==> src/rtl/core/tcsc_pkg.sv <==
// ----------------------------------------------------------------------------
// tcsc_pkg
// Types, constants and helpers shared by the two-channel sample combiner.
// ----------------------------------------------------------------------------
package tcsc_pkg;

   localparam int SAMPLE_BITS = 16;
   localparam int COEF_BITS   = 17;
   localparam int COEF_SHIFT  = SAMPLE_BITS - 1;
   localparam int WIDE_BITS   = 40;
   localparam int CSR_IDX_BITS = 2;

   typedef logic signed [SAMPLE_BITS-1:0] sample_type;
   typedef logic signed [COEF_BITS-1:0]   coef_type;
   typedef logic signed [WIDE_BITS-1:0]   wide_type;

   typedef enum logic [1:0] {
      OP_FIRST = 2'd0,
      OP_ROT   = 2'd1,
      OP_HALF  = 2'd2,
      OP_CONJ  = 2'd3
   } op_mode_type;

   localparam logic [CSR_IDX_BITS-1:0] CSR_OP_MODE = 2'd0;
   localparam logic [CSR_IDX_BITS-1:0] CSR_COS     = 2'd1;
   localparam logic [CSR_IDX_BITS-1:0] CSR_SIN     = 2'd2;

   localparam op_mode_type OP_MODE_RESET = OP_HALF;
   localparam coef_type    COS_RESET     = COEF_BITS'(1 << COEF_SHIFT);
   localparam coef_type    SIN_RESET     = '0;

   localparam wide_type SAT_MAX = WIDE_BITS'((1 << (SAMPLE_BITS - 1)) - 1);
   localparam wide_type SAT_MIN = -SAT_MAX - WIDE_BITS'(1);

   function automatic sample_type sat_sample(input wide_type v);
      sample_type r;
      if (v > SAT_MAX) begin
         r = sample_type'(SAT_MAX[SAMPLE_BITS-1:0]);
      end else if (v < SAT_MIN) begin
         r = sample_type'(SAT_MIN[SAMPLE_BITS-1:0]);
      end else begin
         r = v[SAMPLE_BITS-1:0];
      end
      return r;
   endfunction

endpackage

==> src/rtl/core/tcsc_rotate.sv <==
// ----------------------------------------------------------------------------
// tcsc_rotate
// Two-stage phase rotation of channel one: products, then sum, shift, clip.
// ----------------------------------------------------------------------------
module tcsc_rotate (
   input  logic                clock,
   input  logic                reset,
   input  logic                in_valid,
   output logic                in_ready,
   input  tcsc_pkg::sample_type a_re,
   input  tcsc_pkg::sample_type a_im,
   input  tcsc_pkg::sample_type b_re,
   input  tcsc_pkg::sample_type b_im,
   input  tcsc_pkg::coef_type   cos_coef,
   input  tcsc_pkg::coef_type   sin_coef,
   output logic                out_valid,
   input  logic                out_ready,
   output tcsc_pkg::sample_type out_a_re,
   output tcsc_pkg::sample_type out_a_im,
   output tcsc_pkg::sample_type rot_re,
   output tcsc_pkg::sample_type rot_im
);
   import tcsc_pkg::*;

   localparam int PROD_BITS = SAMPLE_BITS + COEF_BITS;
   localparam int SUM_BITS  = PROD_BITS + 1;

   logic s1_v_ff, s1_v_in, s2_v_ff, s2_v_in;
   logic s1_ready, s2_ready;

   logic signed [PROD_BITS-1:0] p_rc_ff, p_is_ff, p_ic_ff, p_rs_ff;
   logic signed [PROD_BITS-1:0] p_rc_in, p_is_in, p_ic_in, p_rs_in;
   sample_type s1_ar_ff, s1_ai_ff, s2_ar_ff, s2_ai_ff;
   sample_type rr_ff, ri_ff, rr_in, ri_in;
   logic signed [SUM_BITS-1:0] sum_re, sum_im;

   assign s2_ready = !s2_v_ff || out_ready;
   assign s1_ready = !s1_v_ff || s2_ready;
   assign in_ready = s1_ready;

   assign s1_v_in = s1_ready ? in_valid : s1_v_ff;
   assign s2_v_in = s2_ready ? s1_v_ff : s2_v_ff;

   assign p_rc_in = b_re * cos_coef;
   assign p_is_in = b_im * sin_coef;
   assign p_ic_in = b_im * cos_coef;
   assign p_rs_in = b_re * sin_coef;

   assign sum_re = SUM_BITS'(p_rc_ff) + SUM_BITS'(p_is_ff);
   assign sum_im = SUM_BITS'(p_ic_ff) - SUM_BITS'(p_rs_ff);
   assign rr_in  = sat_sample(WIDE_BITS'(sum_re >>> COEF_SHIFT));
   assign ri_in  = sat_sample(WIDE_BITS'(sum_im >>> COEF_SHIFT));

   always_ff @(posedge clock) begin
      if (reset) begin
         s1_v_ff <= 1'b0;
         s2_v_ff <= 1'b0;
      end else begin
         s1_v_ff <= s1_v_in;
         s2_v_ff <= s2_v_in;
      end
   end

   always_ff @(posedge clock) begin
      if (s1_ready) begin
         p_rc_ff  <= p_rc_in;
         p_is_ff  <= p_is_in;
         p_ic_ff  <= p_ic_in;
         p_rs_ff  <= p_rs_in;
         s1_ar_ff <= a_re;
         s1_ai_ff <= a_im;
      end
      if (s2_ready) begin
         rr_ff    <= rr_in;
         ri_ff    <= ri_in;
         s2_ar_ff <= s1_ar_ff;
         s2_ai_ff <= s1_ai_ff;
      end
   end

   assign out_valid = s2_v_ff;
   assign out_a_re  = s2_ar_ff;
   assign out_a_im  = s2_ai_ff;
   assign rot_re    = rr_ff;
   assign rot_im    = ri_ff;

endmodule

==> config.mk <==
export PLATFORM = sky130hd
export DESIGN_NAME = tcsc_rotate
export DESIGN_NICKNAME = d
export VERILOG_FILES = /design/src/rtl/core/tcsc_pkg.sv /design/src/rtl/core/tcsc_rotate.sv
export SDC_FILE = /design/constraint.sdc
export NUM_CORES = 2
export LEC_CHECK = 0
export ABC_AREA = 1
export BUFFER_PORTS_ARGS = -buffer_cell sky130_fd_sc_hd__buf_2
export CAP_MARGIN = 40
export CELL_PAD_IN_SITES_DETAIL_PLACEMENT = 1
export CELL_PAD_IN_SITES_GLOBAL_PLACEMENT = 2
export CORE_MARGIN = 4
export CORE_UTILIZATION = 36
export DETAILED_ROUTE_END_ITERATION = 12
export PLACE_DENSITY = 0.85
export SLEW_MARGIN = 15
export SYNTH_ARGS = -nofsm -noshare
export SYNTH_HDL_FRONTEND = slang
export SYNTH_SLANG_ARGS = --single-unit
==> constraint.sdc <==
create_clock -name clock -period 5.69 [get_ports clock]
set_input_delay 0.569 -clock clock [delete_from_list [all_inputs] [get_ports clock]]
set_output_delay 0.569 -clock clock [all_outputs]
set_load 0.02 [all_outputs]
# Word level (Yosys, flattened, before mapping)
# Cells that the tools add are included.
[totals]
register_bits = 230
latchBits = 0
ram_bits = 0
romBits = 0
input_bits = 102
output_inout_bits = 66
elab_cells = 28
mem_count = 0
[classes]
n_addsub = 2
mul = 4
n_div = 0
order_cmp = 4
eq_ne = 0
shifts = 0
mux = 2
bitwise_logic = 0
reduce_logical = 4
[ops]
columns = ["op", "count"]
rows = [
  ["$mul A16 B17 Y33", 4],
  ["$gt A19 B16 Y1 const B", 2],
  ["$lt A19 B16 Y1 const B", 2],
  ["$add A33 B33 Y34", 1],
  ["$sub A33 B33 Y34", 1],
  ["$mux W16", 2],
  ["$logic_not A1 Y1", 2],
  ["$logic_or A1 B1 Y1", 2],
]

# Depth between registers and ports, before layout
[logic_depth]
ltp_word = 3
ltp_mapped = 29
depth_no_buf = 27

# Least setup slack after synthesis
# Ideal clock, no wire load.
[synth_timing]
kind = "input to register"
startpoint = "input out_ready"
endpoint = "register p_ic_ff[0], enable pin"
arrival_ns = 4.428
slack_ns = -0.563
stages = 2
path_buffers = 0
cell_sequence = "inv_1 nand3_1"
[synth_via]
elab_chain_cells = 2
[synth_lines]
columns = ["element", "line", "source"]
rows = [
  ["from (decl)", "tcsc_rotate.sv:17", "input logic out_ready,"],
  ["$logic_or A1 B1 Y1", "tcsc_rotate.sv:37", "assign s2_ready = !s2_v_ff || out_ready;"],
  ["$logic_or A1 B1 Y1", "tcsc_rotate.sv:38", "assign s1_ready = !s1_v_ff || s2_ready;"],
  ["named net in_ready", "tcsc_rotate.sv:9", "output logic in_ready,"],
  ["to (signal assigned)", "tcsc_rotate.sv:68", "p_ic_ff <= p_ic_in;"],
  ["to (decl)", "tcsc_rotate.sv:31", "logic signed [PROD_BITS-1:0] p_rc_ff, p_is_ff, p_ic_ff, p_rs_ff;"],
]
# The timed path passes the listed nets, and every way through them passes these cells.
# A chain may end at the register's enable or synchronous reset.

# Worst setup path in the final report
[layout_timing]
startpoint = "input cos_coef[12]"
endpoint = "register p_ic_ff[25], data pin"
[layout_via]
elab_chain_cells = 1
[layout_lines]
columns = ["element", "line", "source"]
rows = [
  ["from (decl)", "tcsc_rotate.sv:14", "input tcsc_pkg::coef_type cos_coef,"],
  ["$mul A16 B17 Y33", "tcsc_rotate.sv:46", "assign p_ic_in = b_im * cos_coef;"],
  ["named net p_ic_in[25]", "tcsc_rotate.sv:32", "logic signed [PROD_BITS-1:0] p_rc_in, p_is_in, p_ic_in, p_rs_in;"],
]
# The timed path passes the listed nets, and every way through them passes these cells.

==> impl_metrics.yaml <==
status:
  status: "completed"
timing:
  rsz0062_at_grt: "true"
  fin_crit_sh_pct: 99.1
  max_freq_ghz: 0.177
  timing.final.hold_violations: 0
  finalClockSkew_ns: 0.0365
  drv_slew: 0
  whs_ns: 0.113
  setup_viol_count_final: 0
  tightestPinTransition_ns: 0.544
  period_needed_ns: 5.64
  fin_tns_setup_ns: 0
  relSlewSlack_pct: 63.7
floorplanning:
  dieArea_um2: 157000
  die_w_um: 396
  io_pins: 168
  rows: 142
  start_util_pct: 36.2
  core_region_area_um2: 150000
  die_h_um: 396
flow_run:
  drv_cap: 0
synth:
  synth_cell_type_count: 52
  synth_top_area_cell: "fa_1"
  synthesis.area_um2: 54200
  async_reset_ff_share_pct: 0
  syn_area_per_cell_um2: 8.29
  yosysWarnings: 0
  yosysMostFrequentCell: "inv_1"
  synthTopCellsByArea: "fa_1, inv_1, edfxtp_1"
  yosysSeqAreaShare_pct: 12.7
  synth_top_area_share_pct: 40.8
  synthFlopType: "edfxtp_1"
  synth-edff-count: 228
  synthTopCellsByCount: "inv_1, nand2_1, fa_1, ha_1, edfxtp_1"
  synthesis.nets: 8143
  synthCells: 6537
  ys_ff_latch: 230
worst_hold_path:
  min_path_type: "primary input to flip-flop"
worst_setup_path:
  slowest_stage: "fa_1"
  cp.depth: 24
  critPathTopFamily: "adder cells"
  cp-start-kind: "primary input"
  path_buf_inv: 10
  rr_startpoint: "p_rc_ff[18]"
  reg2reg_slack_ns: 2.75
  cp_slowest_stage_delay_ns: 0.51
  crit_required_ns: 6.04
  critPathKind: "primary input to flip-flop"
  cp_cell_sequence: "clkbuf_4 > buf_12 > buf_12 > nand2_1 > inv_1 > fa_1 > inv_2 > fa_1 > fa_1 > inv_1 > fa_1 > fa_1 > inv_1 > fa_1 > inv_2 > ha_4 > nand2_4 > nor4_4 > buf_4 > nand4_1 > nand3_2 > a21oi_2 > xnor2_1 > buf_4"
  startpoint: "cos_coef[12]"
  cp-end-kind: "flip-flop"
  cp_max_fo: 7
  r2r_end: "rot_re[1]"
  reg2reg_depth: 11
  worst_path_most_repeated_cell: "fa_1"
  crit_arrival_ns: 5.99
  endpoint: "p_ic_ff[25]"
clock_tree:
  insertion_delay_ns: 0.62
  cts_tree: "done"
  root_buffer: "clkbuf_16"
  numCtsBuffers: 30
  htree_levels: 1
  clock_path_buffers: 3
  clk_pin_slew_worst_paths_ns: 0.06
  hold_buffers: 0
  cts.sinks: 230
placed_design:
  hpwl_um: 149000
  io_buffers: 167
  globalplace.congestion: 0.924
global_route:
  grt_max_degree: 66
  grt-ovfl-total: 0
  grt_pass1_vias: 50222
  antenna_found_initial: 18
  grt.total_usage_pct: 22.1
  grt_pass1_wl_um: 272000
cells_and_area:
  area_growth_pct: 21.6
  drive_above_1_share_pct: 17.3
  final_net_count: 8913
route:
  first_pass_iters: 5
  final_antenna_net_count: 0
  totalWireLength_um: 174000
  vias: 44148
  drt_iter0_markers: 2156
  avgRoutedWirePerCell_um: 18.6
  drc: 0
  viasPerCell: 4.72
## routing by layer
metal	GRT usage, %	part of all wire [%]	vias to the layer above	wire [um]
li1	-	-	20313	-
met1	28.3	42	22876	73300
met2	38.8	50	721	87700
met3	2.35	3.9	234	6840
met4	7.69	3.7	4	6410
met5	0	0.015	-	27
## area by class of cell
| class | count | area (um2) |
|---|---|---|
| clock buffer | 35 | 769 |
| sequential | 230 | 6890 |
| inverter | 1982 | 7440 |
| clock inverter | 18 | 302 |
| fill | 17943 | 83700 |
| antenna | 8 | 20.0 |
| tap | 2016 | 2520 |
| timing repair buffer | 970 | 8110 |
| multi-input combinational | 4093 | 39800 |
## timing repair
action,CTS,global route
buffers inserted,1,23
gates cloned,0,2
setup endpoints to repair,22,58
gates resized for setup,19,229
pin swaps,4,70
## stage by stage
stage	instances	util (%)	setup slack (ns)	cell area (um2)
floorplan	6537	-	-0.0143	54300
global route	9349	44.0	-0.0727	65900
detailed placement	9264	42.4	-1.00	63500
CTS	9318	43.2	-0.00371	64600
global placement	9263	42.4	-0.980	63500
finish	9352	44.0	0.0501	65900
## how the worst min path moves through the flow
stage           startpoint     endpoint  cells after the start
4_1_cts              reset      s1_v_ff                      2
2_1_floorplan  s1_ai_ff[0]  out_a_im[0]                      0
6_report             reset      s1_v_ff                      2
3_5_place_dp   s1_ai_ff[3]  out_a_im[3]                      0
5_1_grt            a_re[1]  s1_ar_ff[1]                      1
3_3_place_gp   s1_ai_ff[1]  out_a_im[1]                      0
## layout by cell type (no fill, tap or decap), types with 28 or more instances in the layout
cell	instances
inv_1	1964
clkbuf_16	32
a21oi_1	163
xor2_1	99
fa_1	1081
edfxtp_1	228
ha_1	370
buf_2	143
o21ai_0	61
nor2_1	210
xnor2_1	61
buf_4	716
buf_12	83
o21bai_1	28
nand2_2	69
nand2_1	1563
nand3_1	85
## state kept, by name, indices dropped and copies added (netlist names)
| register | cells |
|---|---|
| p_rs_ff | 33 |
| s1_ai_ff | 16 |
| rot_im | 16 |
| s1_ar_ff | 16 |
| p_ic_ff | 33 |
| rot_re | 16 |
| out_a_re | 16 |
| p_is_ff | 33 |
| p_rc_ff | 33 |
| out_valid | 1 |
| s1_v_ff | 1 |
| out_a_im | 16 |
## logic make-up after synthesis
group | after synthesis | synth area share [%]
flops | 230 | 12.7
buf+inv | 2214 | 15.4
fa+ha+maj | 1504 | 50.0
simple gates | 2046 | 15.1
compound gates | 375 | 3.99
xor+xnor | 168 | 2.72
Power is not shown: default switching activity piles up to over one toggle a cycle in this logic, so the estimate is an artifact.
